--- src/hdl/fae_pkg.sv ---
// Shared constants for the frame auto-exposure block.
package fae_pkg;

    localparam int PIXEL_COUNT_BITS_DEF = 21;

    localparam int LUMA_W    = 8;
    localparam int SCALE_W   = 8;
    localparam int SHUTTER_W = 12;
    localparam int GAIN_W    = 10;
    localparam int OUT_CNT_W = 21;
    localparam int CFG_IDX_W = 3;
    localparam int CFG_DAT_W = 12;
    localparam int OUT_DAT_W = SHUTTER_W + GAIN_W + 2 * OUT_CNT_W;

    localparam logic [SHUTTER_W-1:0] SHUTTER_MAX   = 12'd4095;
    localparam logic [SHUTTER_W-1:0] SHUTTER_FLOOR = 12'd1;
    localparam logic [GAIN_W-1:0]    GAIN_MAX      = 10'd1023;
    localparam logic [GAIN_W-1:0]    GAIN_FLOOR    = 10'd192;
    localparam logic [OUT_CNT_W-1:0] OUT_COUNT_MAX = 21'd2097151;

    // register reset values
    localparam logic [LUMA_W-1:0]    MIN_HUE_RST       = 8'd60;
    localparam logic [LUMA_W-1:0]    MAX_HUE_RST       = 8'd250;
    localparam logic [SCALE_W-1:0]   GAIN_SCALE_RST    = 8'd16;
    localparam logic [SCALE_W-1:0]   SHUTTER_SCALE_RST = 8'd64;
    localparam logic [SHUTTER_W-1:0] SHUTTER_START_RST = 12'd1000;
    localparam logic [GAIN_W-1:0]    GAIN_START_RST    = 10'd192;

    // register indexes
    localparam logic [CFG_IDX_W-1:0] REG_MIN_HUE       = 3'd0;
    localparam logic [CFG_IDX_W-1:0] REG_MAX_HUE       = 3'd1;
    localparam logic [CFG_IDX_W-1:0] REG_GAIN_SCALE    = 3'd2;
    localparam logic [CFG_IDX_W-1:0] REG_SHUTTER_SCALE = 3'd3;
    localparam logic [CFG_IDX_W-1:0] REG_SHUTTER_START = 3'd4;
    localparam logic [CFG_IDX_W-1:0] REG_GAIN_START    = 3'd5;

endpackage

--- src/hdl/fae_tally.sv ---
// Per-frame dark, bright and pixel counters with saturation.
module fae_tally
    import fae_pkg::*;
#(
    parameter int PIXEL_COUNT_BITS = PIXEL_COUNT_BITS_DEF
) (
    input  logic                        aclk,
    input  logic                        aresetn,
    input  logic                        accept,
    input  logic [LUMA_W-1:0]           luma_byte,
    input  logic                        frame_end,
    input  logic [LUMA_W-1:0]           min_hue,
    input  logic [LUMA_W-1:0]           max_hue,
    // counts including the pixel being accepted
    output logic [PIXEL_COUNT_BITS-1:0] dark_cnt,
    output logic [PIXEL_COUNT_BITS-1:0] bright_cnt,
    output logic [PIXEL_COUNT_BITS-1:0] pix_cnt
);

    logic [PIXEL_COUNT_BITS-1:0] dark_reg, bright_reg, pix_reg;
    logic                        is_dark, is_bright;

    assign is_dark   = (luma_byte <= min_hue);
    assign is_bright = !is_dark && (luma_byte >= max_hue);

    always_comb begin
        dark_cnt   = dark_reg;
        bright_cnt = bright_reg;
        pix_cnt    = pix_reg + PIXEL_COUNT_BITS'(pix_reg != '1);
        if (is_dark) begin
            dark_cnt = dark_reg + PIXEL_COUNT_BITS'(dark_reg != '1);
        end
        if (is_bright) begin
            bright_cnt = bright_reg + PIXEL_COUNT_BITS'(bright_reg != '1);
        end
    end

    always_ff @(posedge aclk) begin
        if (!aresetn) begin
            dark_reg   <= '0;
            bright_reg <= '0;
            pix_reg    <= '0;
        end else if (accept) begin
            if (frame_end) begin
                dark_reg   <= '0;
                bright_reg <= '0;
                pix_reg    <= '0;
            end else begin
                dark_reg   <= dark_cnt;
                bright_reg <= bright_cnt;
                pix_reg    <= pix_cnt;
            end
        end
    end

endmodule

--- src/hdl/fae_div.sv ---
// Restoring divider, one quotient bit per cycle.
module fae_div
    import fae_pkg::*;
#(
    parameter int NUM_W = 29,
    parameter int DEN_W = 21
) (
    input  logic             aclk,
    input  logic             aresetn,
    input  logic             start,
    input  logic [NUM_W-1:0] numer,
    input  logic [DEN_W-1:0] denom,
    output logic             done,
    output logic [NUM_W-1:0] quotient,
    output logic [DEN_W-1:0] remainder
);

    localparam int CNT_W = $clog2(NUM_W + 1);

    logic [DEN_W-1:0] rem_reg, rem_next;
    logic [NUM_W-1:0] quo_reg, quo_next;
    logic [DEN_W-1:0] den_reg;
    logic [CNT_W-1:0] cnt_reg;
    logic             busy_reg, done_reg;
    logic [DEN_W:0]   trial;
    logic             ge;

    assign trial    = {rem_reg, quo_reg[NUM_W-1]};
    assign ge       = (trial >= {1'b0, den_reg});
    assign rem_next = ge ? DEN_W'(trial - {1'b0, den_reg}) : trial[DEN_W-1:0];
    assign quo_next = {quo_reg[NUM_W-2:0], ge};

    always_ff @(posedge aclk) begin
        if (!aresetn) begin
            busy_reg <= 1'b0;
            done_reg <= 1'b0;
            cnt_reg  <= '0;
        end else begin
            done_reg <= 1'b0;
            if (start) begin
                busy_reg <= 1'b1;
                cnt_reg  <= CNT_W'(NUM_W);
            end else if (busy_reg) begin
                cnt_reg <= cnt_reg - 1'b1;
                if (cnt_reg == CNT_W'(1)) begin
                    busy_reg <= 1'b0;
                    done_reg <= 1'b1;
                end
            end
        end
    end

    always_ff @(posedge aclk) begin
        if (start) begin
            rem_reg <= '0;
            quo_reg <= numer;
            den_reg <= denom;
        end else if (busy_reg) begin
            rem_reg <= rem_next;
            quo_reg <= quo_next;
        end
    end

    assign done      = done_reg;
    assign quotient  = quo_reg;
    assign remainder = rem_reg;

endmodule

--- src/hdl/frame_auto_exposure.sv ---
// Top level of the frame auto-exposure controller.
//
// Pixels stream in one per cycle while the sequencer is idle (luma in s_tdata,
// last pixel of the frame on s_tlast) and are sorted into dark / bright tallies
// as they arrive. The last pixel of a frame starts the adjustment sequencer:
// ST_MUL forms |dark - bright| * scale, ST_DIV_GO loads the divider, ST_DIV
// waits for the bit-serial divider (division by the frame's pixel count) to
// finish, and ST_UPDATE applies the step and clamp. While the sequencer runs,
// s_tready is low; all other pixels are accepted one per cycle. The result
// request (new shutter, new gain, dark and bright counts) waits in an output
// register, and pixels of the next frame keep flowing while it waits; only the
// next frame's adjustment stalls until it has been taken. Config writes are always
// accepted (cfg_ready is always high) and are meant for idle periods; writing
// shutter_start or gain_start also loads the live shutter or gain value.
module frame_auto_exposure
    import fae_pkg::*;
#(
    parameter int PIXEL_COUNT_BITS = PIXEL_COUNT_BITS_DEF
) (
    input  logic                 aclk,
    input  logic                 aresetn,
    // pixel stream
    input  logic                 s_tvalid,
    output logic                 s_tready,
    input  logic [7:0]           s_tdata,   // [7:0] luma_byte
    input  logic                 s_tlast,   // frame_end
    // result stream
    output logic                 m_tvalid,
    input  logic                 m_tready,
    // [11:0] new_shutter, [21:12] new_gain, [42:22] dark_pixels,
    // [63:43] bright_pixels
    output logic [OUT_DAT_W-1:0] m_tdata,
    // config writes
    input  logic                 cfg_valid,
    output logic                 cfg_ready,
    input  logic [CFG_IDX_W-1:0] cfg_index,
    input  logic [CFG_DAT_W-1:0] cfg_data
);

    localparam int PCB    = PIXEL_COUNT_BITS;
    localparam int PROD_W = PCB + SCALE_W;
    localparam int UPD_W  = PROD_W + 1;
    localparam int CNT_W  = (PCB > OUT_CNT_W) ? PCB : OUT_CNT_W;

    localparam logic [2:0] ST_IDLE   = 3'd0;
    localparam logic [2:0] ST_MUL    = 3'd1;
    localparam logic [2:0] ST_DIV_GO = 3'd2;
    localparam logic [2:0] ST_DIV    = 3'd3;
    localparam logic [2:0] ST_UPDATE = 3'd4;

    logic [2:0]           state_reg, state_next;

    // config registers
    logic [LUMA_W-1:0]    min_hue_reg, max_hue_reg;
    logic [SCALE_W-1:0]   gain_scale_reg, shutter_scale_reg;
    logic [SHUTTER_W-1:0] shutter_start_reg;
    logic [GAIN_W-1:0]    gain_start_reg;

    // exposure state
    logic [SHUTTER_W-1:0] shutter_now_reg, shutter_now_next;
    logic [GAIN_W-1:0]    gain_now_reg, gain_now_next;

    // frame snapshot
    logic [PCB-1:0]       dk_reg, br_reg, pix_reg;
    logic                 up_reg;          // dark > bright: raise exposure
    logic                 tgt_shutter_reg; // step goes to the shutter
    logic [PROD_W-1:0]    prod_reg;

    logic                 m_tvalid_reg, m_tvalid_next;
    logic [OUT_DAT_W-1:0] m_tdata_reg;

    logic                 s_fire, cfg_fire, out_free;
    logic [PCB-1:0]       dark_cnt, bright_cnt, pix_cnt;
    logic                 frame_up;
    logic [PCB-1:0]       diff;
    logic [SCALE_W-1:0]   scale_sel;

    logic                 div_start, div_done;
    logic [PROD_W-1:0]    div_q;
    logic [PCB-1:0]       div_r;

    logic [UPD_W-1:0]     old_val, up_sum, ceil_q, dn_val;
    logic [SHUTTER_W-1:0] shutter_res;
    logic [GAIN_W-1:0]    gain_res;
    logic [CNT_W-1:0]     dk_ext, br_ext;
    logic [OUT_CNT_W-1:0] dk_out, br_out;

    assign s_tready  = (state_reg == ST_IDLE);
    assign s_fire    = s_tvalid && s_tready;
    assign cfg_ready = 1'b1;
    assign cfg_fire  = cfg_valid && cfg_ready;
    assign out_free  = !m_tvalid_reg || m_tready;
    assign div_start = (state_reg == ST_DIV_GO);

    fae_tally #(
        .PIXEL_COUNT_BITS(PCB)
    ) u_tally (
        .aclk      (aclk),
        .aresetn   (aresetn),
        .accept    (s_fire),
        .luma_byte (s_tdata[LUMA_W-1:0]),
        .frame_end (s_tlast),
        .min_hue   (min_hue_reg),
        .max_hue   (max_hue_reg),
        .dark_cnt  (dark_cnt),
        .bright_cnt(bright_cnt),
        .pix_cnt   (pix_cnt)
    );

    fae_div #(
        .NUM_W(PROD_W),
        .DEN_W(PCB)
    ) u_div (
        .aclk     (aclk),
        .aresetn  (aresetn),
        .start    (div_start),
        .numer    (prod_reg),
        .denom    (pix_reg),
        .done     (div_done),
        .quotient (div_q),
        .remainder(div_r)
    );

    assign frame_up  = (dark_cnt > bright_cnt);
    assign diff      = up_reg ? (dk_reg - br_reg) : (br_reg - dk_reg);
    assign scale_sel = tgt_shutter_reg ? shutter_scale_reg : gain_scale_reg;

    // Raising: old + floor(m/P). Lowering: floor((old*P - m)/P)
    // = old - ceil(m/P), or zero when that goes negative.
    always_comb begin
        old_val = tgt_shutter_reg ? UPD_W'(shutter_now_reg) : UPD_W'(gain_now_reg);
        up_sum  = old_val + UPD_W'(div_q);
        ceil_q  = UPD_W'(div_q) + UPD_W'(div_r != '0);
        dn_val  = (ceil_q >= old_val) ? '0 : (old_val - ceil_q);

        shutter_res = shutter_now_reg;
        gain_res    = gain_now_reg;
        if (tgt_shutter_reg) begin
            if (up_reg) begin
                shutter_res = (up_sum > UPD_W'(SHUTTER_MAX)) ? SHUTTER_MAX
                                                             : up_sum[SHUTTER_W-1:0];
            end else begin
                shutter_res = (dn_val < UPD_W'(SHUTTER_FLOOR)) ? SHUTTER_FLOOR
                                                               : dn_val[SHUTTER_W-1:0];
            end
        end else begin
            if (up_reg) begin
                gain_res = (up_sum > UPD_W'(GAIN_MAX)) ? GAIN_MAX : up_sum[GAIN_W-1:0];
            end else begin
                gain_res = (dn_val < UPD_W'(GAIN_FLOOR)) ? GAIN_FLOOR : dn_val[GAIN_W-1:0];
            end
        end
    end

    // reported counts saturate at the 21-bit field
    assign dk_ext = CNT_W'(dk_reg);
    assign br_ext = CNT_W'(br_reg);
    assign dk_out = (dk_ext > CNT_W'(OUT_COUNT_MAX)) ? OUT_COUNT_MAX : dk_ext[OUT_CNT_W-1:0];
    assign br_out = (br_ext > CNT_W'(OUT_COUNT_MAX)) ? OUT_COUNT_MAX : br_ext[OUT_CNT_W-1:0];

    // sequencer
    always_comb begin
        state_next = state_reg;
        case (state_reg)
            ST_IDLE: begin
                if (s_fire && s_tlast) begin
                    state_next = ST_MUL;
                end
            end
            ST_MUL: begin
                state_next = ST_DIV_GO;
            end
            ST_DIV_GO: begin
                state_next = ST_DIV;
            end
            ST_DIV: begin
                if (div_done) begin
                    state_next = ST_UPDATE;
                end
            end
            ST_UPDATE: begin
                if (out_free) begin
                    state_next = ST_IDLE;
                end
            end
            default: begin
                state_next = ST_IDLE;
            end
        endcase
    end

    always_comb begin
        m_tvalid_next = m_tvalid_reg;
        if (m_tvalid_reg && m_tready) begin
            m_tvalid_next = 1'b0;
        end
        if (state_reg == ST_UPDATE && out_free) begin
            m_tvalid_next = 1'b1;
        end
    end

    always_comb begin
        shutter_now_next = shutter_now_reg;
        gain_now_next    = gain_now_reg;
        if (state_reg == ST_UPDATE && out_free) begin
            shutter_now_next = shutter_res;
            gain_now_next    = gain_res;
        end
        if (cfg_fire && cfg_index == REG_SHUTTER_START) begin
            shutter_now_next = cfg_data[SHUTTER_W-1:0];
        end
        if (cfg_fire && cfg_index == REG_GAIN_START) begin
            gain_now_next = cfg_data[GAIN_W-1:0];
        end
    end

    always_ff @(posedge aclk) begin
        if (!aresetn) begin
            state_reg         <= ST_IDLE;
            m_tvalid_reg      <= 1'b0;
            min_hue_reg       <= MIN_HUE_RST;
            max_hue_reg       <= MAX_HUE_RST;
            gain_scale_reg    <= GAIN_SCALE_RST;
            shutter_scale_reg <= SHUTTER_SCALE_RST;
            shutter_start_reg <= SHUTTER_START_RST;
            gain_start_reg    <= GAIN_START_RST;
            shutter_now_reg   <= SHUTTER_START_RST;
            gain_now_reg      <= GAIN_START_RST;
        end else begin
            state_reg       <= state_next;
            m_tvalid_reg    <= m_tvalid_next;
            shutter_now_reg <= shutter_now_next;
            gain_now_reg    <= gain_now_next;
            if (cfg_fire) begin
                case (cfg_index)
                    REG_MIN_HUE:       min_hue_reg       <= cfg_data[LUMA_W-1:0];
                    REG_MAX_HUE:       max_hue_reg       <= cfg_data[LUMA_W-1:0];
                    REG_GAIN_SCALE:    gain_scale_reg    <= cfg_data[SCALE_W-1:0];
                    REG_SHUTTER_SCALE: shutter_scale_reg <= cfg_data[SCALE_W-1:0];
                    REG_SHUTTER_START: shutter_start_reg <= cfg_data[SHUTTER_W-1:0];
                    REG_GAIN_START:    gain_start_reg    <= cfg_data[GAIN_W-1:0];
                    default: begin
                    end
                endcase
            end
        end
    end

    // payload registers
    always_ff @(posedge aclk) begin
        if (s_fire && s_tlast) begin
            dk_reg  <= dark_cnt;
            br_reg  <= bright_cnt;
            pix_reg <= pix_cnt;
            up_reg  <= frame_up;
            tgt_shutter_reg <= frame_up ? (shutter_now_reg < SHUTTER_MAX)
                                        : !(gain_now_reg > GAIN_FLOOR);
        end
        if (state_reg == ST_MUL) begin
            prod_reg <= PROD_W'(diff) * PROD_W'(scale_sel);
        end
        if (state_reg == ST_UPDATE && out_free) begin
            m_tdata_reg <= {br_out, dk_out, gain_res, shutter_res};
        end
    end

    assign m_tvalid = m_tvalid_reg;
    assign m_tdata  = m_tdata_reg;

    // the start registers only hold the last written preset; the live values
    // are loaded alongside, so they must agree right after a preset write
    a_preset_load: assert property (@(posedge aclk) disable iff (!aresetn)
        $past(cfg_fire) && $past(cfg_index) == REG_SHUTTER_START
        |-> shutter_now_reg == shutter_start_reg)
        else $error("shutter preset not loaded");

    a_div_done_state: assert property (@(posedge aclk) disable iff (!aresetn)
        div_done |-> state_reg == ST_DIV)
        else $error("divider finished outside its wait state");

    a_result_from_update: assert property (@(posedge aclk) disable iff (!aresetn)
        $rose(m_tvalid_reg) |-> $past(state_reg) == ST_UPDATE)
        else $error("result appeared without an update");

    a_frame_end_starts: assert property (@(posedge aclk) disable iff (!aresetn)
        s_fire && s_tlast |=> state_reg == ST_MUL && !s_tready)
        else $error("frame end did not start the adjustment");

    a_gain_preset_load: assert property (@(posedge aclk) disable iff (!aresetn)
        $past(cfg_fire) && $past(cfg_index) == REG_GAIN_START
        |-> gain_now_reg == gain_start_reg)
        else $error("gain preset not loaded");

endmodule

--- config.mk ---
export PLATFORM = sky130hd
export DESIGN_NAME = frame_auto_exposure
export DESIGN_NICKNAME = d
export VERILOG_FILES = /design/src/hdl/fae_pkg.sv /design/src/hdl/fae_tally.sv /design/src/hdl/fae_div.sv /design/src/hdl/frame_auto_exposure.sv
export SDC_FILE = /design/constraint.sdc
export NUM_CORES = 1
export LEC_CHECK = 0
export BUFFER_PORTS_ARGS = -buffer_cell sky130_fd_sc_hd__clkbuf_2
export CELL_PAD_IN_SITES_DETAIL_PLACEMENT = 0
export CELL_PAD_IN_SITES_GLOBAL_PLACEMENT = 1
export CORE_MARGIN = 1.5
export CORE_UTILIZATION = 40
export DETAILED_ROUTE_END_ITERATION = 7
export PLACE_DENSITY = 0.65
export RECOVER_POWER = 100
export SLEW_MARGIN = 30
export SYNTH_ARGS = -nofsm -noshare
export SYNTH_HDL_FRONTEND = slang
export SYNTH_SLANG_ARGS = --single-unit
--- constraint.sdc ---
create_clock -name aclk -period 8.4 [get_ports aclk]
set_input_delay 0.42 -clock aclk [delete_from_list [all_inputs] [get_ports aclk]]
set_output_delay 0.42 -clock aclk [all_outputs]
set_load 0.005 [all_outputs]
==> metrics.json, run 1 <==
{
  "initial_utilization": {"value": 40.5, "unit": "%"},
  "preCtsSetupSlack": {"value": 0.636, "unit": "ns"},
  "synth_fa_ha_area_share": {"value": 17.8, "unit": "%"},
  "design.die.area": {"value": 66900, "unit": "sq um"},
  "place.gp.congestion": {"value": 0.899},
  "ys_types": {"value": 86},
  "criticalPathCategory": {"value": "flip-flop to flip-flop"},
  "area.growth.synth_to_final": {"value": 9.33, "unit": "%"},
  "dr.pass1.iters": {"value": 5},
  "cts.sinks": {"value": 357},
  "pin_count_of_the_biggest_net_entering_global_routing": {"value": 67},
  "yosys-mux-area-fraction": {"value": 2.13, "unit": "%"},
  "row_count": {"value": 93},
  "cts_tree": {"value": "built"},
  "grt_pass1_vias": {"value": 20272},
  "timing.critical_path.arrival": {"value": 8.10, "unit": "ns"},
  "critPathSlowestCell": {"value": "sky130_fd_sc_hd__fa_1"},
  "dpl.hpwl": {"value": 54.2, "unit": "mm"},
  "die_height": {"value": 259, "unit": "microns"},
  "n_antenna_cell": {"value": 0},
  "drtIter0Drc": {"value": 1390},
  "power.density": {"value": 234, "unit": "nW/um^2"},
  "cts_resized": {"value": 0},
  "layout_min_cycle_time": {"value": 7.81, "unit": "ns"},
  "number_of_instances_on_the_worst_hold_path": {"value": 2},
  "critPathMostFrequentCell": {"value": "sky130_fd_sc_hd__fa_1"},
  "synth_seq_cells": {"value": 357},
  "synth.avg_cell_area": {"value": 9.02, "unit": "sq um"},
  "htree_num_levels": {"value": 2},
  "layout.cells.most_common": {"value": "sky130_fd_sc_hd__nor2_1"},
  "peak_vdd_ir": {"value": 0.117, "unit": "mV"},
  "maxSlewHeadroom": {"value": -174, "unit": "%"},
  "run_status": {"value": "complete, but fails checks"},
  "post_synth_inst_count": {"value": 2898},
  "cap_violations": {"value": 10},
  "grt_antenna_before_repair": {"value": 0},
  "failing_checks": {"value": "max-capacitance violations, max-slew violations"},
  "dominantRegCellSynth": {"value": "sky130_fd_sc_hd__edfxtp_1"},
  "final_layout_size_suffix_gt1_share": {"value": 7.18, "unit": "%"},
  "cts_buffer_depth": {"value": 3},
  "max_fanout_on_critical_path": {"value": 8},
  "design.portCount": {"value": 96},
  "clk_transition_reported_paths": {"value": 0.06, "unit": "ns"},
  "wire_per_inst": {"value": 18.7, "unit": "microns"},
  "r2r_setup_slack": {"value": 0.59, "unit": "ns"},
  "timing.clock.skew": {"value": 0.0406, "unit": "ns"},
  "cts_buffers": {"value": 43},
  "timing.setup.tns": {"value": 0, "unit": "ns"},
  "detailed_place.area": {"value": 27400, "unit": "sq um"},
  "syn_area": {"value": 26100, "unit": "sq um"},
  "finish.instance_area": {"value": 28600, "unit": "sq um"},
  "wirelength": {"value": 70.9, "unit": "mm"},
  "yosysWarnings": {"value": 0},
  "synthArstFlopShare": {"value": 0, "unit": "%"},
  "ys_seq_area_share": {"value": 35.3, "unit": "%"},
  "synth-edff-count": {"value": 208},
  "vias_post_dr": {"value": 20732},
  "worst_hold_path_class": {"value": "input pin to flip-flop"},
  "synthSimpleGateAreaFrac": {"value": 17.7, "unit": "%"},
  "setup_viol": {"value": 0},
  "layout.cells.most_common_list": {"value": "306 x sky130_fd_sc_hd__nor2_1, 272 x sky130_fd_sc_hd__nand2_1, 253 x sky130_fd_sc_hd__inv_1"},
  "track_usage": {"value": 21.2, "unit": "%"},
  "ant_nets": {"value": 0},
  "worst_hold_slack": {"value": 0.0970, "unit": "ns"},
  "synth_top_family_by_area": {"value": "adder cells"},
  "postCtsSetupBuffers": {"value": 0},
  "report.power.total": {"value": 6.70, "unit": "mW"},
  "timing.final.hold_violations": {"value": 0},
  "final_critical_path_setup_slack": {"value": 0.594, "unit": "ns"},
  "p_leak": {"value": 11.8, "unit": "nW"},
  "grt_pass1_wl": {"value": 113, "unit": "mm"},
  "rsz0062_at_grt": {"value": "no"},
  "worstSetupStartpointType": {"value": "flip-flop"},
  "post_cts_hold_buffer_count": {"value": 0},
  "timing.critical_path.required": {"value": 8.69, "unit": "ns"},
  "clk_root_buffer_cell": {"value": "sky130_fd_sc_hd__clkbuf_16"},
  "timing.fmax": {"value": 0.128, "unit": "GHz"},
  "flip_flop_count_of_the_largest_register_after_layout": {"value": 64},
  "drt_drc_violations_left": {"value": 0},
  "timing.final.crit_share": {"value": 92.9, "unit": "%"},
  "setup.worst_path.end_class": {"value": "flip-flop"},
  "synth-compound-area-share": {"value": 15.5, "unit": "%"},
  "cp_slowest_stage_delay": {"value": 0.55, "unit": "ns"},
  "die_w": {"value": 259, "unit": "microns"},
  "coreArea": {"value": 64500, "unit": "sq um"},
  "placement.io_buffers": {"value": 94},
  "finalMaxSlewViolations": {"value": 417},
  "layout.nets": {"value": 3234},
  "post_synth_xor_area_fraction": {"value": 5.50, "unit": "%"},
  "insertion_delay": {"value": 0.58, "unit": "ns"},
  "avgViaCountPerCell": {"value": 5.46},
  "cell_depth_of_the_worst_flop_to_flop_path": {"value": 29},
  "worst_slew_pin_slew": {"value": 4.12, "unit": "ns"},
  "grt-ovfl-total": {"value": 0},
  "synth.net_count": {"value": 3227}
}
## final timing paths
| path | end | start |
|---|---|---|
| max | prod_reg[27] | br_ext[0] |
| min | shutter_now_reg[11] | cfg_data[11] |
| max reg2reg | prod_reg[27] | br_ext[0] |
| min reg2reg | u_div.den_reg[15] | pix_reg[15] |
## worst max-delay path, delay by kind of cell, from the launching register on
| family | cells | cell delay, ns |
|---|---|---|
| fa+ha+maj | 7 | 2.83 |
| compound gates | 12 | 2.48 |
| xor+xnor | 2 | 0.63 |
| simple gates | 3 | 0.59 |
| flops | 1 | 0.41 |
| mux | 1 | 0.34 |
| buf+inv | 4 | 0.23 |
## power by group
| part | leakage (nW) | internal [mW] | switching, mW |
|---|---|---|---|
| sequential | 3.15 | 2.14 | 0.223 |
| combinational | 7.98 | 0.974 | 1.56 |
| clock | 0.665 | 1.04 | 0.751 |
## cell families (layout without fill, tap and decap cells)
family | Yosys count | after routing
other | 1 | 1
and+or+nand+nor | 977 | 977
buffers and inverters | 421 | 463
adders and majority gates | 300 | 300
xor gates and xnor gates | 164 | 164
AOI/OAI and AO/OA | 625 | 625
muxes | 53 | 53
DFF | 357 | 357
## metal layers
metal  global-route usage, %  vias to the layer above  share of wire [%]  wire (microns)
li1                        -                    10120                  -               -
met1                    28.4                    10031                 46           32500
met2                    34.9                      460                 47           33000
met3                    2.81                      121                4.1            2940
met4                    7.67                        0                3.4            2440
met5                       0                        -                  0               0
## area by class of cell
| cell class | instances | area, sq um |
|---|---|---|
| Multi-Input combinational cell | 2120 | 15400 |
| Clock buffer | 60 | 1210 |
| Clock inverter | 20 | 145 |
| Fill cell | 6431 | 35900 |
| Sequential cell | 357 | 9230 |
| Inverter | 254 | 953 |
| Timing Repair Buffer | 129 | 608 |
| Tap cell | 855 | 1070 |
## cell usage after synthesis (8+ instances only)
cell | n | area share [%]
sky130_fd_sc_hd__mux2i_1 | 33 | 1.3
sky130_fd_sc_hd__clkbuf_1 | 157 | 2.3
sky130_fd_sc_hd__o21ai_0 | 126 | 2.4
sky130_fd_sc_hd__a21o_1 | 64 | 1.8
sky130_fd_sc_hd__nand4_1 | 45 | 1.1
sky130_fd_sc_hd__nor2b_1 | 18 | 0.43
sky130_fd_sc_hd__a211o_1 | 8 | 0.27
sky130_fd_sc_hd__xnor2_1 | 103 | 3.5
sky130_fd_sc_hd__a41oi_1 | 8 | 0.27
sky130_fd_sc_hd__a22o_1 | 8 | 0.27
sky130_fd_sc_hd__ha_1 | 181 | 8.7
sky130_fd_sc_hd__nand2b_1 | 26 | 0.62
sky130_fd_sc_hd__nand3_1 | 87 | 1.7
sky130_fd_sc_hd__a31oi_1 | 26 | 0.62
sky130_fd_sc_hd__o22ai_1 | 9 | 0.22
sky130_fd_sc_hd__fa_1 | 119 | 9.1
sky130_fd_sc_hd__nor3_1 | 42 | 0.80
sky130_fd_sc_hd__or4_1 | 22 | 0.63
sky130_fd_sc_hd__and2_1 | 11 | 0.26
sky130_fd_sc_hd__and4_1 | 10 | 0.34
sky130_fd_sc_hd__mux2_2 | 20 | 0.86
sky130_fd_sc_hd__nor2_1 | 308 | 4.4
sky130_fd_sc_hd__nor4_1 | 23 | 0.55
sky130_fd_sc_hd__o21a_1 | 33 | 0.95
sky130_fd_sc_hd__o21bai_1 | 18 | 0.52
sky130_fd_sc_hd__dfxtp_1 | 149 | 11
sky130_fd_sc_hd__a21oi_1 | 173 | 3.3
sky130_fd_sc_hd__nand2_1 | 273 | 3.9
sky130_fd_sc_hd__xor2_1 | 61 | 2.0
sky130_fd_sc_hd__buf_1 | 8 | 0.11
sky130_fd_sc_hd__o211ai_1 | 24 | 0.69
sky130_fd_sc_hd__or3_1 | 22 | 0.53
sky130_fd_sc_hd__and3_1 | 26 | 0.62
sky130_fd_sc_hd__inv_1 | 253 | 3.6
sky130_fd_sc_hd__edfxtp_1 | 208 | 24
sky130_fd_sc_hd__a22oi_1 | 29 | 0.83
sky130_fd_sc_hd__or2_2 | 40 | 0.96
sky130_fd_sc_hd__a211oi_1 | 32 | 0.92
## stage by stage
stage | util (%) | cells
2_1_floorplan | - | 2898
3_3_place_gp | 42.4 | 3715
3_5_place_dp | 42.4 | 3715
4_1_cts | 44.5 | 3795
5_1_grt | 44.3 | 3795
6_report | 44.3 | 3795
No activity file was read; power rests on OpenSTA's default activity.
==> run 2: changes to the inputs <==
--- a/config.mk
+++ b/config.mk
@@ -13,7 +13,7 @@
 export DETAILED_ROUTE_END_ITERATION = 7
 export PLACE_DENSITY = 0.65
 export RECOVER_POWER = 100
-export SLEW_MARGIN = 30
 export SYNTH_ARGS = -nofsm -noshare
 export SYNTH_HDL_FRONTEND = slang
+export SYNTH_HIERARCHICAL = 1
 export SYNTH_SLANG_ARGS = --single-unit
==> run 2 against run 1 <==
The flow still finishes with violations (max-capacitance violations, max-slew violations); core utilization down 0.28 points; first-iteration DRC count grew 11%; clock power grew 7%; hold slack better by 0.012 ns; power is 9.6% higher; critical path depth fell by 14; via count rose by 4.7%; final cell count is 2.4% higher; sequential share of layout area down 1.1 points; setup slack better by 0.018 ns.
==> metrics.json, run 2 <==
{
  "layout.cells.most_common_list": {"value": "302 x sky130_fd_sc_hd__nor2_1, 266 x sky130_fd_sc_hd__inv_1, 242 x sky130_fd_sc_hd__nand2_1"},
  "dr.pass1.iters": {"value": 6},
  "relative_contribution_of_the_clock_network_to_total_power": {"value": 26.3, "unit": "%"},
  "hold_end": {"value": "shutter_now_reg[11]"},
  "number_of_instances_on_the_worst_hold_path": {"value": 3},
  "cts_buffers": {"value": 43},
  "failing_checks": {"value": "max-capacitance violations, max-slew violations"},
  "wirelength": {"value": 76.6, "unit": "mm"},
  "combinational_share_of_power": {"value": 40.5, "unit": "%"},
  "timing.final.hold_violations": {"value": 0},
  "timing.critical_path.arrival": {"value": 8.02, "unit": "ns"},
  "grt_pass1_vias": {"value": 21134},
  "design.die.area": {"value": 69500, "unit": "sq um"},
  "synth.top_cell.area_share": {"value": 23.0, "unit": "%"},
  "finish.instance_area": {"value": 29600, "unit": "sq um"},
  "report.power.total": {"value": 7.34, "unit": "mW"},
  "area.growth.synth_to_final": {"value": 8.84, "unit": "%"},
  "track_usage": {"value": 21.7, "unit": "%"},
  "regToRegStartpoint": {"value": "tgt_shutter_reg"},
  "intPower": {"value": 4.49, "unit": "mW"},
  "worstSetupStartpointType": {"value": "flip-flop"},
  "drtIter0Drc": {"value": 1548},
  "sequentialPowerShare": {"value": 33.3, "unit": "%"},
  "max_fanout_on_critical_path": {"value": 41},
  "setup_viol": {"value": 0},
  "commonest_cells_post_synth": {"value": "302 x sky130_fd_sc_hd__nor2_1, 266 x sky130_fd_sc_hd__inv_1, 242 x sky130_fd_sc_hd__nand2_1"},
  "htree_num_levels": {"value": 2},
  "row_count": {"value": 95},
  "reg2reg_capture_point": {"value": "m_tdata[12]"},
  "synthMostInstantiatedCell": {"value": "sky130_fd_sc_hd__nor2_1"},
  "n_antenna_cell": {"value": 0},
  "pin_count_of_the_biggest_net_entering_global_routing": {"value": 73},
  "maxSlewHeadroom": {"value": -174, "unit": "%"},
  "ys_top_cells_by_area": {"value": "sky130_fd_sc_hd__edfxtp_1 23%, sky130_fd_sc_hd__dfxtp_1 11%, sky130_fd_sc_hd__fa_1 8.8%, sky130_fd_sc_hd__ha_1 8.4%, sky130_fd_sc_hd__nor2_1 4.2%"},
  "wire_per_inst": {"value": 19.7, "unit": "microns"},
  "grt-ovfl-total": {"value": 0},
  "cell_total_after_placement": {"value": 3810},
  "flip_flop_count_of_the_largest_register_after_layout": {"value": 64},
  "initial_utilization": {"value": 40.5, "unit": "%"},
  "insertion_delay": {"value": 0.58, "unit": "ns"},
  "die_w": {"value": 264, "unit": "microns"},
  "peak_vdd_ir": {"value": 0.129, "unit": "mV"},
  "layout.nets": {"value": 3313},
  "cts_tree": {"value": "built"},
  "setup.worst_path.end_class": {"value": "flip-flop"},
  "timing.final.crit_share": {"value": 92.7, "unit": "%"},
  "clk_root_buffer_cell": {"value": "sky130_fd_sc_hd__clkbuf_16"},
  "post_synth_inst_count": {"value": 2986},
  "wl_met1": {"value": 36.2, "unit": "mm"},
  "cell_taking_the_most_area_after_synthesis": {"value": "sky130_fd_sc_hd__edfxtp_1"},
  "dr.max_layer_used": {"value": "met4"},
  "post_cts_hold_buffer_count": {"value": 0},
  "timing.critical_path.required": {"value": 8.63, "unit": "ns"},
  "grt_antenna_before_repair": {"value": 1},
  "place.gp.congestion": {"value": 0.858},
  "placement.io_buffers": {"value": 94},
  "timing.fmax": {"value": 0.128, "unit": "GHz"},
  "ant_nets": {"value": 0},
  "routed_wire_length_on_met2": {"value": 34.6, "unit": "mm"},
  "synth.avg_cell_area": {"value": 9.10, "unit": "sq um"},
  "final-instance-count-excl-fill": {"value": 3886},
  "worst_slew_pin_slew": {"value": 4.11, "unit": "ns"},
  "cts.sinks": {"value": 357},
  "ys_types": {"value": 106},
  "vias_post_dr": {"value": 21703},
  "finalMaxSlewViolations": {"value": 535},
  "drt_drc_violations_left": {"value": 0},
  "die_height": {"value": 264, "unit": "microns"},
  "switching_power": {"value": 2.85, "unit": "mW"},
  "cell_depth_of_the_worst_flop_to_flop_path": {"value": 15},
  "synth-edff-count": {"value": 208},
  "layout.cells.most_common": {"value": "sky130_fd_sc_hd__nor2_1"},
  "coreArea": {"value": 67200, "unit": "sq um"},
  "final_core_util": {"value": 44.0, "unit": "%"},
  "postCtsSetupBuffers": {"value": 0},
  "dpl.hpwl": {"value": 57.7, "unit": "mm"},
  "worst_hold_path_class": {"value": "input pin to flip-flop"},
  "syn_area": {"value": 27200, "unit": "sq um"},
  "cts_buffer_depth": {"value": 3},
  "rsz0062_at_grt": {"value": "no"},
  "final_critical_path_setup_slack": {"value": 0.612, "unit": "ns"},
  "timing.setup.tns": {"value": 0, "unit": "ns"},
  "avgViaCountPerCell": {"value": 5.58},
  "dominantRegCellSynth": {"value": "sky130_fd_sc_hd__edfxtp_1"},
  "detailed_place.area": {"value": 28300, "unit": "sq um"},
  "run_status": {"value": "complete, but fails checks"},
  "timing.clock.skew": {"value": 0.0231, "unit": "ns"},
  "cap_violations": {"value": 12},
  "ys_seq_area_share": {"value": 34.0, "unit": "%"},
  "final_layout_size_suffix_gt1_share": {"value": 8.60, "unit": "%"},
  "preCtsSetupSlack": {"value": 0.571, "unit": "ns"},
  "synth_seq_cells": {"value": 357},
  "criticalPathCategory": {"value": "flip-flop to flip-flop"},
  "worst_hold_slack": {"value": 0.109, "unit": "ns"},
  "clk_transition_reported_paths": {"value": 0.06, "unit": "ns"},
  "beginning_of_the_worst_hold_path": {"value": "cfg_data[11]"},
  "p_leak": {"value": 12.2, "unit": "nW"},
  "met3_wirelength": {"value": 3.86, "unit": "mm"},
  "synth.net_count": {"value": 3317},
  "grt_pass1_wl": {"value": 120, "unit": "mm"},
  "r2r_setup_slack": {"value": 0.61, "unit": "ns"},
  "design.portCount": {"value": 96},
  "sw_frac_of_total": {"value": 38.9, "unit": "%"},
  "synthArstFlopShare": {"value": 0, "unit": "%"},
  "yosysWarnings": {"value": 6},
  "layout_min_cycle_time": {"value": 7.79, "unit": "ns"},
  "power.density": {"value": 248, "unit": "nW/um^2"}
}
## run 2: changes by cell type in the layout (fill, tap and decap cells not counted), sizes merged, moves of 16 or more
| cell | before | now |
|---|---|---|
| nor2b | 18 | 44 |
| a22oi | 29 | 13 |
| nor3 | 42 | 69 |
| clkbuf | 173 | 153 |
| o21ai | 129 | 105 |
| a21oi | 174 | 144 |
| mux2 | 20 | 42 |
| nand2 | 273 | 243 |
| a21boi | 5 | 28 |
## run 2: what timing repair did
item | 4_1_cts | 5_1_grt
endpoints found under the setup margin | 0 | 2
resized for setup | 0 | 2
hold endpoints to repair | 0 | 0
## run 2: per-layer routing
metal | global-route usage, % | up-vias
li1 | - | 10497
met1 | 30.8 | 10524
met2 | 34.3 | 569
met3 | 3.02 | 113
met4 | 6.22 | 0
met5 | 0 | -
## run 2: area by class of cell
cell class	instances	area [sq um]
Clock buffer	48	1100
Timing Repair Buffer	124	601
Fill cell	6555	37600
Multi-Input combinational cell	2189	16200
Clock inverter	28	338
Tap cell	873	1090
Sequential cell	357	9230
Inverter	267	1000
## run 2: logic make-up after synthesis
kind of cell	after synthesis	synth area share, %
AND/OR/NAND/NOR	1027	18.6
AO/OA/AOI/OAI	627	15.9
buffers and inverters	440	6.30
flip-flops	357	34.0
adder cells (fa/ha/maj)	302	17.2
XOR/XNOR	159	5.12
multiplexers	73	2.88
other	1	0.0138
## run 2: critical path: stages, from the launching register on
cell and delay, ns:
sky130_fd_sc_hd__edfxtp_1 0.78, sky130_fd_sc_hd__clkbuf_1 1.39, sky130_fd_sc_hd__mux2i_1 0.45, sky130_fd_sc_hd__inv_1 0.09, sky130_fd_sc_hd__ha_1 0.22, sky130_fd_sc_hd__fa_1 0.44, sky130_fd_sc_hd__a211oi_1 0.38, sky130_fd_sc_hd__o21ai_0 0.25
sky130_fd_sc_hd__a211o_1 0.40, sky130_fd_sc_hd__a21oi_1 0.22, sky130_fd_sc_hd__mux2i_1 0.11, sky130_fd_sc_hd__a2111oi_0 0.62, sky130_fd_sc_hd__nand3_1 0.74, sky130_fd_sc_hd__or3_4 0.70, sky130_fd_sc_hd__o31ai_1 0.45, sky130_fd_sc_hd__o21ai_0 0.19
## run 2: worst max-delay path by stage
| stage | slack, ns | from | end |
|---|---|---|---|
| 2_1_floorplan | 1.22 | dk_ext[1] | prod_reg[27] |
| 3_3_place_gp | 0.73 | dk_ext[1] | prod_reg[28] |
| 3_5_place_dp | 0.57 | dk_ext[1] | prod_reg[28] |
| 4_1_cts | 0.54 | dk_ext[1] | prod_reg[28] |
| 5_1_grt | 0.17 | br_ext[0] | prod_reg[28] |
| 6_report | 0.61 | tgt_shutter_reg | m_tdata[12] |
## run 2: power by group through the flow
stage | Sequential [mW] | Clock, mW | Combinational [mW]
6_report | 2.44 | 1.93 | 2.97
5_1_grt | 2.48 | 2.04 | 3.34
4_1_cts | 2.43 | 1.98 | 3.00
3_5_place_dp | 2.47 | 0 | 2.98
3_3_place_gp | 2.46 | 0 | 2.95
2_1_floorplan | 2.33 | 0 | 2.32
